===== src/hw/rtl/occupancy_input_qualifier_top_assert.svh =====
// Assertion macros for the occupancy qualifier top.
`ifndef OCCUPANCY_INPUT_QUALIFIER_TOP_ASSERT_SVH
`define OCCUPANCY_INPUT_QUALIFIER_TOP_ASSERT_SVH

// same-cycle implication
`define OIQ_ASSERT_NOW(lbl, ante, cons, msg) \
  lbl: assert property (@(posedge clk) disable iff (rst) (ante) |-> (cons)) else $error(msg);

// next-cycle implication
`define OIQ_ASSERT_NEXT(lbl, ante, cons, msg) \
  lbl: assert property (@(posedge clk) disable iff (rst) (ante) |=> (cons)) else $error(msg);

`endif


===== src/hw/rtl/oiq_pkg.sv =====
// ---------------------------------------------------------------------------
// oiq_pkg
// Shared constants, types and helpers for the occupancy input qualifier.
// ---------------------------------------------------------------------------
package oiq_pkg;

  localparam int NUM_PORTS_DEF = 32;

  localparam logic [5:0]  USED_PORTS_RST    = 6'd32;
  localparam logic [15:0] RELEASE_DELAY_RST = 16'd1500;
  localparam logic [9:0]  BLINK_WRAP        = 10'd500;
  localparam logic [9:0]  BLINK_HALF        = 10'd250;
  localparam logic [15:0] CNT_MAX           = 16'hFFFF;

  localparam logic [2:0] CFG_USED_PORTS    = 3'd0;
  localparam logic [2:0] CFG_SENSE_MODE    = 3'd1;
  localparam logic [2:0] CFG_BUS_IDENT     = 3'd2;
  localparam logic [2:0] CFG_FIRST_ADDRESS = 3'd3;
  localparam logic [2:0] CFG_RELEASE_DELAY = 3'd4;

  localparam logic [2:0] SENSE_NONE  = 3'd0;
  localparam logic [2:0] SENSE_ONE   = 3'd1;
  localparam logic [2:0] SENSE_TWO   = 3'd2;
  localparam logic [2:0] SENSE_FOUR  = 3'd3;
  localparam logic [2:0] SENSE_EIGHT = 3'd4;

  typedef struct packed {
    logic        l_next;
    logic        run_next;
    logic        event_hit;
    logic        power;
    logic [15:0] cnt_next;
  } lane_out_t;

  // port that senses power for port p
  function automatic logic [4:0] sense_index(input logic [2:0] mode, input logic [4:0] p);
    logic [4:0] r;
    r = 5'd0;
    case (mode)
      SENSE_ONE:   r = 5'd0;
      SENSE_TWO:   r = {p[4], 4'd0};
      SENSE_FOUR:  r = {p[4:3], 3'd0};
      default:     r = p[2] ? {p[4:2], 2'b11} : {p[4:2], 2'b00};
    endcase
    return r;
  endfunction

  function automatic logic is_sense(input logic [2:0] mode, input logic [4:0] p);
    logic r;
    r = 1'b0;
    case (mode)
      SENSE_ONE:   r = (p == 5'd0);
      SENSE_TWO:   r = (p[3:0] == 4'd0);
      SENSE_FOUR:  r = (p[2:0] == 3'd0);
      SENSE_EIGHT: r = (p[2:0] == 3'd0) || (p[2:0] == 3'd7);
      default:     r = 1'b0;
    endcase
    return r;
  endfunction

endpackage


===== src/hw/rtl/occupancy_input_qualifier_top.sv =====
// ---------------------------------------------------------------------------
// occupancy_input_qualifier_top
// Occupancy qualifier for active-low track inputs with per-port lanes.
// Latency: first result of a scan is valid the cycle after it is accepted.
// Throughput: events of a scan leave one per cycle while out_ready is high.
// A new scan is taken in the cycle its predecessor's last result is taken.
// Reset (rst, synchronous) restores register defaults and clears lane, LED, blink and handshake state.
// ---------------------------------------------------------------------------
module occupancy_input_qualifier_top #(
  parameter int NUM_PORTS = oiq_pkg::NUM_PORTS_DEF
) (
  input  logic        clk,
  input  logic        rst,
  input  logic        cfg_we,
  input  logic [2:0]  cfg_index,
  input  logic [15:0] cfg_data,
  input  logic        in_valid,
  output logic        in_ready,
  input  logic [31:0] track_bits,
  input  logic        tick_elapsed,
  output logic        out_valid,
  input  logic        out_ready,
  output logic        event_valid,
  output logic [31:0] contact_number,
  output logic        was_occupied,
  output logic        now_occupied,
  output logic [31:0] led_pattern,
  output logic        last_result
);
  `include "occupancy_input_qualifier_top_assert.svh"

  localparam logic [31:0] PM = 32'((64'd1 << NUM_PORTS) - 64'd1);

  logic [5:0]  used_ports;
  logic [2:0]  sense_mode;
  logic [15:0] bus_ident, first_address, release_delay;

  logic [31:0] logic_bits, timer_running, led_bits;
  logic [15:0] release_count [NUM_PORTS];
  logic [8:0]  blink_count;
  logic        blink_phase;

  logic        busy;
  logic [31:0] pend_mask, pend_was, pend_now, pend_led, pend_base;

  logic [31:0] raw;
  logic [9:0]  bc1;
  logic [8:0]  blink_count_next;
  logic        blink_phase_next;
  logic [31:0] logic_next, run_next, ev_vec, was_vec, now_vec, used_vec, power_vec;
  logic [31:0] led_next;
  logic [15:0] cnt_next [NUM_PORTS];
  logic        in_fire, out_fire;
  logic [4:0]  idx;
  logic [31:0] remaining;

  assign raw = track_bits | ~PM;

  always_comb begin
    bc1 = {1'b0, blink_count} + {9'd0, tick_elapsed};
    blink_phase_next = blink_phase;
    blink_count_next = bc1[8:0];
    if (bc1 >= oiq_pkg::BLINK_WRAP) begin
      blink_phase_next = 1'b0;
      blink_count_next = '0;
    end else if (bc1 >= oiq_pkg::BLINK_HALF) begin
      blink_phase_next = 1'b1;
    end
  end

  for (genvar p = 0; p < 32; p++) begin : g_lane
    if (p < NUM_PORTS) begin : g_act
      oiq_pkg::lane_out_t lo;
      oiq_lane #(.PORT(p)) u_lane (
        .raw(raw), .tick(tick_elapsed), .sense_mode(sense_mode),
        .used_ports(used_ports), .release_delay(release_delay),
        .l(logic_bits[p]), .run(timer_running[p]), .cnt(release_count[p]), .lo(lo)
      );
      assign logic_next[p] = lo.l_next;
      assign run_next[p]   = lo.run_next;
      assign ev_vec[p]     = lo.event_hit;
      assign power_vec[p]  = lo.power;
      assign cnt_next[p]   = lo.cnt_next;
      assign used_vec[p]   = 6'(p) < used_ports;
    end else begin : g_off
      assign logic_next[p] = 1'b1;
      assign run_next[p]   = 1'b0;
      assign ev_vec[p]     = 1'b0;
      assign power_vec[p]  = 1'b1;
      assign used_vec[p]   = 1'b0;
    end
    assign was_vec[p] = !logic_bits[p];
    assign now_vec[p] = !raw[p];
  end

  oiq_led_merge u_merge (
    .led_old(led_bits), .logic_old(logic_bits), .logic_new(logic_next),
    .used(used_vec), .power(power_vec), .phase(blink_phase_next), .led_new(led_next)
  );

  // output side: lowest pending event first
  always_comb begin
    idx = '0;
    for (int i = 31; i >= 0; i--) begin
      if (pend_mask[i]) idx = 5'(i);
    end
  end
  assign remaining      = pend_mask & (pend_mask - 32'd1);
  assign out_valid      = busy;
  assign event_valid    = pend_mask != '0;
  assign last_result    = remaining == '0;
  assign contact_number = event_valid ? pend_base + {27'd0, idx} : '0;
  assign was_occupied   = event_valid && pend_was[idx];
  assign now_occupied   = event_valid && pend_now[idx];
  assign led_pattern    = pend_led;
  assign in_ready       = !busy || (out_ready && last_result);
  assign in_fire        = in_valid && in_ready;
  assign out_fire       = busy && out_ready;

  always_ff @(posedge clk) begin
    if (rst) begin
      used_ports    <= oiq_pkg::USED_PORTS_RST;
      sense_mode    <= oiq_pkg::SENSE_NONE;
      bus_ident     <= '0;
      first_address <= '0;
      release_delay <= oiq_pkg::RELEASE_DELAY_RST;
      logic_bits    <= '1;
      timer_running <= '0;
      led_bits      <= '0;
      blink_count   <= '0;
      blink_phase   <= 1'b0;
      busy          <= 1'b0;
      pend_mask     <= '0;
      for (int i = 0; i < NUM_PORTS; i++) release_count[i] <= '0;
    end else begin
      if (cfg_we) begin
        case (cfg_index)
          oiq_pkg::CFG_USED_PORTS:    used_ports    <= cfg_data[5:0];
          oiq_pkg::CFG_SENSE_MODE:    sense_mode    <= cfg_data[2:0];
          oiq_pkg::CFG_BUS_IDENT:     bus_ident     <= cfg_data;
          oiq_pkg::CFG_FIRST_ADDRESS: first_address <= cfg_data;
          oiq_pkg::CFG_RELEASE_DELAY: release_delay <= cfg_data;
          default: ;
        endcase
      end
      if (in_fire) begin
        logic_bits    <= logic_next;
        timer_running <= run_next;
        led_bits      <= led_next;
        blink_count   <= blink_count_next;
        blink_phase   <= blink_phase_next;
        for (int i = 0; i < NUM_PORTS; i++) release_count[i] <= cnt_next[i];
        busy      <= 1'b1;
        pend_mask <= ev_vec;
        pend_was  <= was_vec;
        pend_now  <= now_vec;
        pend_led  <= ~led_next & PM;
        pend_base <= {bus_ident, 16'd0} + {16'd0, first_address};
      end else if (out_fire) begin
        if (last_result) busy <= 1'b0;
        pend_mask <= remaining;
      end
    end
  end

  `OIQ_ASSERT_NOW(a_noevt_alone, out_valid && !event_valid, last_result, "empty result not last")
  `OIQ_ASSERT_NEXT(a_fire_valid, in_fire, out_valid, "accepted scan gave no result")
  `OIQ_ASSERT_NOW(a_ready_drain, busy && in_ready, out_ready && last_result,
                  "scan taken while results pending")
endmodule


===== src/hw/rtl/oiq_lane.sv =====
// ---------------------------------------------------------------------------
// oiq_lane
// Per-port occupancy/release qualifier: decides the next logic bit, timer
// state, release count and event flag of one port for one scan.
// ---------------------------------------------------------------------------
module oiq_lane #(
  parameter int PORT = 0
) (
  input  logic [31:0]      raw,
  input  logic             tick,
  input  logic [2:0]       sense_mode,
  input  logic [5:0]       used_ports,
  input  logic [15:0]      release_delay,
  input  logic             l,
  input  logic             run,
  input  logic [15:0]      cnt,
  output oiq_pkg::lane_out_t lo
);
  localparam logic [4:0] P = 5'(PORT);

  logic        a, used, m, power;
  logic [15:0] cnt1;

  always_comb begin
    a    = raw[P];
    used = {1'b0, P} < used_ports;
    m    = oiq_pkg::is_sense(sense_mode, P);
    if (sense_mode >= oiq_pkg::SENSE_ONE && sense_mode <= oiq_pkg::SENSE_EIGHT) begin
      power = !raw[oiq_pkg::sense_index(sense_mode, P)];
    end else begin
      power = 1'b1;
    end
    cnt1 = (tick && run && cnt != oiq_pkg::CNT_MAX) ? cnt + 16'd1 : cnt;

    lo.l_next    = l;
    lo.run_next  = run;
    lo.cnt_next  = cnt1;
    lo.event_hit = 1'b0;
    lo.power     = power;
    if (!a && l && used) begin
      lo.l_next    = 1'b0;
      lo.event_hit = 1'b1;
    end else if (!a) begin
      lo.run_next = 1'b0;
      lo.cnt_next = '0;
    end else if (!l && (cnt1 >= release_delay || m)) begin
      lo.l_next    = 1'b1;
      lo.event_hit = 1'b1;
      lo.run_next  = 1'b0;
      lo.cnt_next  = '0;
    end else if (!l && cnt1 == '0 && (power || m)) begin
      lo.run_next = 1'b1;
    end else if (!power && cnt1 != '0) begin
      lo.run_next = 1'b0;
      lo.cnt_next = '0;
    end
  end
endmodule


===== src/hw/rtl/oiq_led_merge.sv =====
// ---------------------------------------------------------------------------
// oiq_led_merge
// Merges lane results into the LED word; each byte walks its eight ports in
// order since the byte compare sees earlier ports' updates.
// ---------------------------------------------------------------------------
module oiq_led_merge (
  input  logic [31:0] led_old,
  input  logic [31:0] logic_old,
  input  logic [31:0] logic_new,
  input  logic [31:0] used,
  input  logic [31:0] power,
  input  logic        phase,
  output logic [31:0] led_new
);
  always_comb begin
    logic [7:0] lb, gb;
    led_new = led_old;
    for (int b = 0; b < 4; b++) begin
      lb = led_old[b*8 +: 8];
      gb = logic_old[b*8 +: 8];
      for (int j = 0; j < 8; j++) begin
        gb[j] = logic_new[b*8 + j];
        if (!power[b*8 + j] && used[b*8 + j]) begin
          lb[j] = !(!logic_old[b*8 + j] && phase);
        end else if (used[b*8 + j] && lb != gb) begin
          lb[j] = logic_old[b*8 + j];
        end else if (!used[b*8 + j]) begin
          lb[j] = 1'b0;
        end
      end
      led_new[b*8 +: 8] = lb;
    end
  end
endmodule


===== config.mk =====
export PLATFORM = sky130hd
export DESIGN_NAME = occupancy_input_qualifier_top
export DESIGN_NICKNAME = d
export VERILOG_FILES = /design/src/hw/rtl/oiq_pkg.sv /design/src/hw/rtl/occupancy_input_qualifier_top.sv /design/src/hw/rtl/oiq_lane.sv /design/src/hw/rtl/oiq_led_merge.sv
export VERILOG_INCLUDE_DIRS = /design/src /design/src/hw/rtl
export SDC_FILE = /design/constraint.sdc
export NUM_CORES = 2
export LEC_CHECK = 0
export BUFFER_PORTS_ARGS = -buffer_cell sky130_fd_sc_hd__buf_2
export CORE_MARGIN = 8
export CORE_UTILIZATION = 35
export DETAILED_ROUTE_END_ITERATION = 12
export GPL_TIMING_DRIVEN = 0
export MAX_ROUTING_LAYER = met4
export RECOVER_POWER = 25
export SLEW_MARGIN = 20
export SYNTH_ARGS = -nofsm -noshare
export SYNTH_HDL_FRONTEND = slang
export SYNTH_SLANG_ARGS = --single-unit

===== constraint.sdc =====
create_clock -name clk -period 20.2 [get_ports clk]
set_input_delay 2.02 -clock clk [delete_from_list [all_inputs] [get_ports clk]]
set_output_delay 2.02 -clock clk [all_outputs]
set_load 0.05 [all_outputs]

## Word level (Yosys, flattened, before mapping)

Memory sizes are Yosys's and may differ from the RTL's.
Index checks and enable logic that the tools add are counted.

- Flip-flop bits (word level): 324
- Bits in writable memories: 512
- Input bits: 57
- Output and inout bits: 70
- Logic and storage cells: 1,667
- Memories kept: 1

- Add/subtract/negate cells: 36
- $lt $le $gt $ge: 77
- Equality and inequality tests: 104
- Multiplexer cells: 733
- Bitwise operators: 67
- Reduce and logical (&&, ||, !) cells: 602

Memory list:

| name | depth | width | read ports | clocked after Yosys merged registers in | wr ports | line | text |
|---|---|---|---|---|---|---|---|
| release_count | 32 | 16 | 32 | 0 | 32 | occupancy_input_qualifier_top.sv:39 | `logic [15:0] release_count [NUM_PORTS];` |

Operator list:

| kind | number |
|---|---|
| $mux 16 | 224 |
| $add 16x1->16 const B | 32 |
| $ge 16x16->1 | 32 |
| $logic_not 16->1 | 32 |
| $ne 16x16->1 const B | 32 |
| $reduce_bool 16->1 | 32 |
| $mux 1 | 448 |
| $logic_and 1x1->1 | 358 |
| $ne 8x8->1 | 32 |
| $mux 5 | 41 |
| $ne 4x1->1 const B | 32 |
| $logic_not 1->1 | 113 |
| $lt 5x6->1 const A | 16 |
| $mux 32 | 3 |
| $reduce_and 3->1 | 32 |
| $lt 5x6->1 const B | 9 |
| $bmux 1 s5 | 10 |
| $lt 4x6->1 const A | 8 |
| $not 1->1 | 33 |
| $add 32x16->32 | 1 |
| $add 32x5->32 | 1 |
| $and 32x32->32 | 1 |
| $logic_not 32->1 | 1 |
| $not 32->32 | 1 |
| other kinds (27) | 95 |

## Depth between registers and ports, before layout

An unclocked memory read counts as a cell.

- Depth in word-level cells: 43
- Gate-level depth with buffers: 28
- Depth with buffers taken out: 26

## Modules after synthesis

Synthesis repeated with hierarchy kept, for this count alone.

- Cell total of the unflattened synthesis: 9,826
- Area total of the unflattened synthesis: 81,404.3 sq um

Modules (own cells, without submodules):

| module | instances | cells an instance | area each (sq um) | seq. area each (sq um) |
|---|---|---|---|---|
| occupancy_input_qualifier_top | 1 | 2,682 | 32,950.4 | 23,142.2 |
| oiq_led_merge | 1 | 492 | 3,150.5 | 0.0 |
| oiq_lane at g_lane[22].g_act.u_lane | 1 | 235 | 1,606.5 | 0.0 |
| oiq_lane at g_lane[27].g_act.u_lane | 1 | 237 | 1,556.5 | 0.0 |
| oiq_lane at g_lane[24].g_act.u_lane | 1 | 230 | 1,554.0 | 0.0 |
| oiq_lane at g_lane[9].g_act.u_lane | 1 | 213 | 1,519.0 | 0.0 |
| oiq_lane at g_lane[13].g_act.u_lane | 1 | 237 | 1,500.2 | 0.0 |
| oiq_lane at g_lane[17].g_act.u_lane | 1 | 220 | 1,492.7 | 0.0 |
| oiq_lane at g_lane[23].g_act.u_lane | 1 | 219 | 1,485.2 | 0.0 |
| oiq_lane at g_lane[11].g_act.u_lane | 1 | 222 | 1,482.7 | 0.0 |
| oiq_lane at g_lane[21].g_act.u_lane | 1 | 225 | 1,481.4 | 0.0 |
| oiq_lane at g_lane[4].g_act.u_lane | 1 | 203 | 1,480.2 | 0.0 |
| oiq_lane at g_lane[28].g_act.u_lane | 1 | 208 | 1,477.7 | 0.0 |
| oiq_lane at g_lane[25].g_act.u_lane | 1 | 226 | 1,472.7 | 0.0 |
| 20 more rows | -- | -- | -- | -- |

## Worst setup path after synthesis

Ideal clock, no wire load.

- Path kind: reg-to-reg
- From: reg pend_mask[1]
- To: mem release_count[0][0] (enable)
- Library setup time: 0.856 ns
- Arrival: 13.251 ns
- Required time: 19.344 ns
- Setup slack: 6.094 ns
- Cell stages (with the launch flop): 16
- Path buffers: 4
- Cells stage by stage: dfxtp_1 clkbuf_1 nor4_2 nand2_1 or3_1 clkbuf_1 maj3_1 o21ai_0 nand3b_1 nor4_1 nand4_1 a21oi_1 clkbuf_1 nor2_1 clkbuf_1 inv_1

RTL lines:

| element | line | text |
|---|---|---|
| start: declaration | occupancy_input_qualifier_top.sv:44 | `logic [31:0] pend_mask, pend_was, pend_now, pend_led, pend_base;` |
| start signal: assignment | occupancy_input_qualifier_top.sv:154 | `pend_mask <= ev_vec;` |
| start signal: assignment | occupancy_input_qualifier_top.sv:161 | `pend_mask <= remaining;` |
| end: declaration | occupancy_input_qualifier_top.sv:39 |  |

## Worst setup path after layout

- From: in tick_elapsed
- To: reg pend_led[7], in the netlist led_pattern[7] (data pin)

- Word-level cells in the longest chain between the ends: 42

Ends and longest elaborated chain:

| element | line | text |
|---|---|---|
| start: declaration | occupancy_input_qualifier_top.sv:20 | `input logic tick_elapsed,` |
| $logic_and 1x1->1 (2 in a row) | oiq_lane.sv:33 | `cnt1 = (tick && run && cnt != oiq_pkg::CNT_MAX) ? cnt + 16'd1 : cnt;` |
| $mux 16 | oiq_lane.sv:33 |  |
| $ge 16x16->1 | oiq_lane.sv:46 | `end else if (!l && (cnt1 >= release_delay \|\| m)) begin` |
| $logic_or 1x1->1 | oiq_lane.sv:46 |  |
| $logic_and 1x1->1 | oiq_lane.sv:46 |  |
| $mux 1 | oiq_lane.sv:46 |  |
| $mux 1 | oiq_lane.sv:43 | `end else if (!a) begin` |
| $mux 1 | oiq_lane.sv:40 | `if (!a && l && used) begin` |
| (+25 left out) | -- |  |
| $logic_and 1x1->1 | oiq_led_merge.sv:25 | `end else if (used[b*8 + j] && lb != gb) begin` |
| $mux 1 | oiq_led_merge.sv:25 |  |
| $mux 1 | oiq_led_merge.sv:23 | `if (!power[b*8 + j] && used[b*8 + j]) begin` |
| $ne 8x8->1 | oiq_led_merge.sv:25 |  |
| $logic_and 1x1->1 | oiq_led_merge.sv:25 |  |
| $mux 1 | oiq_led_merge.sv:25 |  |
| $mux 1 * | oiq_led_merge.sv:23 |  |
| $not 32->32 * | occupancy_input_qualifier_top.sv:157 | `pend_led <= ~led_next & PM;` |
| end signal: assignment | occupancy_input_qualifier_top.sv:157 |  |
| end: declaration | occupancy_input_qualifier_top.sv:44 |  |

Mark *: on every way between the ends. The rest lies on a longest branch, timed or not.
A chain may end at the register's enable or synchronous reset.

==> results.json <==
{
  "status": "complete, but fails checks",
  "violations": "max-capacitance violations, max-slew violations",
  "ioPinCount": 127,
  "start_kind": "input port",
  "hpwl_um": 150000,
  "drt_iter0_drc": 4986,
  "fmax_ghz": 0.0847,
  "postRouteWirelength_um": 205000,
  "dieArea_sq_um": 185000,
  "yosys_warnings": 0,
  "cts_buffers": 101,
  "nNetsFinal": 7631,
  "period_needed_ns": 11.81,
  "async_flop_share_pct": 0,
  "grt_pass1_vias": 49800,
  "ys_types": 98,
  "p_seq_share_pct": 39.6,
  "place.gp.congestion": 0.972,
  "finalPower_mw": 5.42,
  "die_w_um": 430,
  "fin_crit_sh_pct": 58.4,
  "critical_path_arrival_ns": 12.24,
  "synthesis.nets": 7378,
  "relSlewSlack_pct": -108,
  "ctsHtreeMaxLevel": 3,
  "fillCellCount": 17000,
  "p_leak_nw": 28.8,
  "grt_pass1_wl_um": 304000,
  "slowest_stage": "clkbuf_1",
  "rsz0062_at_grt": "false",
  "area_delta_synth_final_pct": 12.6,
  "num_rows": 152,
  "synthTopCellsByArea": "edfxtp_1, ha_1, dfxtp_1",
  "drv_cap": 2,
  "cpPeakStageDelay_ns": 1.09,
  "cts.path.max_buffers": 3,
  "syn_inst": 6769,
  "setup_viol": 0,
  "max_slew.worst_pin.slew_ns": 3.10,
  "crit_type": "in -> reg",
  "synth_area_sq_um": 60100,
  "clock-sinks": 836,
  "synth_top_area_cell": "edfxtp_1",
  "vias": 52500,
  "power.internal_mw": 3.61,
  "whs_path_depth": 0,
  "drive_above_1_share_pct": 5.09,
  "irDropWorstVdd_mv": 0.0681,
  "cp_max_fo": 10,
  "synthFlopType": "edfxtp_1",
  "placed_area_sq_um": 64200,
  "syn_area_per_cell_sq_um": 8.88,
  "synthTopCellsByCount": "nor2_1, edfxtp_1, nand2_1",
  "reg2reg_depth": 17,
  "clkPwrFrac_pct": 36.4,
  "hold_buffers": 0,
  "cp-end-kind": "register",
  "cts_tree": "done",
  "fin_skew_ns": 0.0636,
  "vias_per_cell": 5.61,
  "cp_common_cell": "clkbuf_1",
  "worst_ep_required_time_ns": 20.63,
  "ant_nets": 0,
  "wire_per_inst_um": 21.9,
  "gr-usage-all-layers_pct": 21.7,
  "post_cts_buffers": 0,
  "hold_ws_ns": 0.430,
  "slew_violations": 95,
  "multi_input_area_sq_um": 34100,
  "first_pass_iters": 6,
  "p_comb_share_pct": 24.0,
  "grt_antenna_before_repair": 28,
  "clock_latency_ns": 0.77,
  "seq_area_frac_synth_pct": 38.5,
  "gr-total-overflow": 0,
  "synth_seq_cells": 836,
  "grt_max_degree": 104,
  "final_cell_area_sq_um": 67700,
  "start_util_pct": 35.1,
  "min_path_type": "reg -> reg",
  "register_area_sq_um": 23100,
  "swShare_pct": 33.3,
  "post_cts_resized": 0,
  "synth_edf_count": 640,
  "die_h_um": 430,
  "synth.top_cell.area_share_pct": 32.0,
  "p_sw_mw": 1.81,
  "io_buffer_count": 119,
  "yosysMostFrequentCell": "nor2_1",
  "final-hold-violation-count": 0,
  "power_per_cell_area_nw_per_um2": 80.1,
  "core_sq_um": 171000,
  "clk_pin_slew_ns": 0.06,
  "clock-root-buffer": "clkbuf_16",
  "drc": 0
}
cells in the final DEF (no fill, tap or decap), types with 169 or more instances in the layout:
cell	n
and3_1	169
dfxtp_1	195
nand3_1	293
clkbuf_1	289
inv_1	531
ha_1	551
nor2_1	854
a21o_1	174
a21oi_1	336
o21ai_0	279
xor2_1	268
edfxtp_1	640
nand4_1	222
nand2_1	604
xnor2_1	289
layout make-up:
type | count | share of cell area (%)
Antenna cell | 16 | 0.0592
Buffer | 214 | 1.23
Tap cell | 2233 | 4.13
Timing Repair Buffer | 150 | 1.58
Inverter | 549 | 3.10
Sequential cell | 836 | 34.2
Multi-Input combinational cell | 5170 | 50.4
Clock buffer | 144 | 4.30
Clock inverter | 46 | 0.991
worst paths after layout:
path	startpoint	endpoint	slack [ns]
worst max-delay path	tick_elapsed	led_pattern[7]	8.39
worst min-delay path	first_address[14]	pend_base[14]	0.43
worst max register to register	pend_mask[1]	release_count[0][191]	10.25
worst min register to register	first_address[14]	pend_base[14]	0.43
power by group through the flow:
stage	sequential, mW	clock [mW]	combinational, mW
2_1_floorplan	2.20	0	0.859
3_3_place_gp	2.23	0	1.24
3_5_place_dp	2.17	0	1.28
4_1_cts	2.14	2.01	1.29
5_1_grt	2.16	2.06	1.42
6_report	2.14	1.97	1.30
flip-flops by register name (all words and copies together) (netlist names), 9 cells and up:
signal         count
blink_count        9
bus_ident         16
first_address     16
led_bits          32
led_pattern       32
logic_bits        32
pend_base         32
pend_mask         32
pend_now          32
pend_was          32
release_count    512
release_delay     16
timer_running     32
logic make-up after synthesis:
family          count (synthesis)  synth area share [%]
compound gates               1247                  13.4
xor+xnor                      557                  8.12
fa+ha+maj                     557                  11.6
buf+inv                       763                  4.80
flops                         836                  38.5
mux                           110                  1.94
simple gates                 2699                  21.7
critical path, delay by kind of cell:
family	cells	cell delay, ns
simple gates	7	1.66
buf+inv	5	4.23
fa+ha+maj	1	0.31
xor+xnor	1	0.29
compound gates	12	3.66
per-layer routing:
layer | up-vias | GRT usage [%] | routed length [um]
li1 | 24800 | - | -
met1 | 25300 | 27.2 | 86000
met2 | 1874 | 34.4 | 93200
met3 | 492 | 3.08 | 14000
met4 | 0 | 10.9 | 11300
met5 | - | - | 0
stage by stage:
stage / utilization, % / cells / setup WS (ns) / setup TNS, ns
2_1_floorplan: - / 6769 / 6.09 / 0
3_3_place_gp: 37.1 / 9121 / -1.58 / -756.36
3_5_place_dp: 37.5 / 9150 / 9.05 / 0
4_1_cts: 39.6 / 9340 / 9.78 / 0
5_1_grt: 39.5 / 9355 / 8.16 / 0
6_report: 39.5 / 9358 / 8.39 / 0
Note: power is estimated with default switching activity, not from simulation.
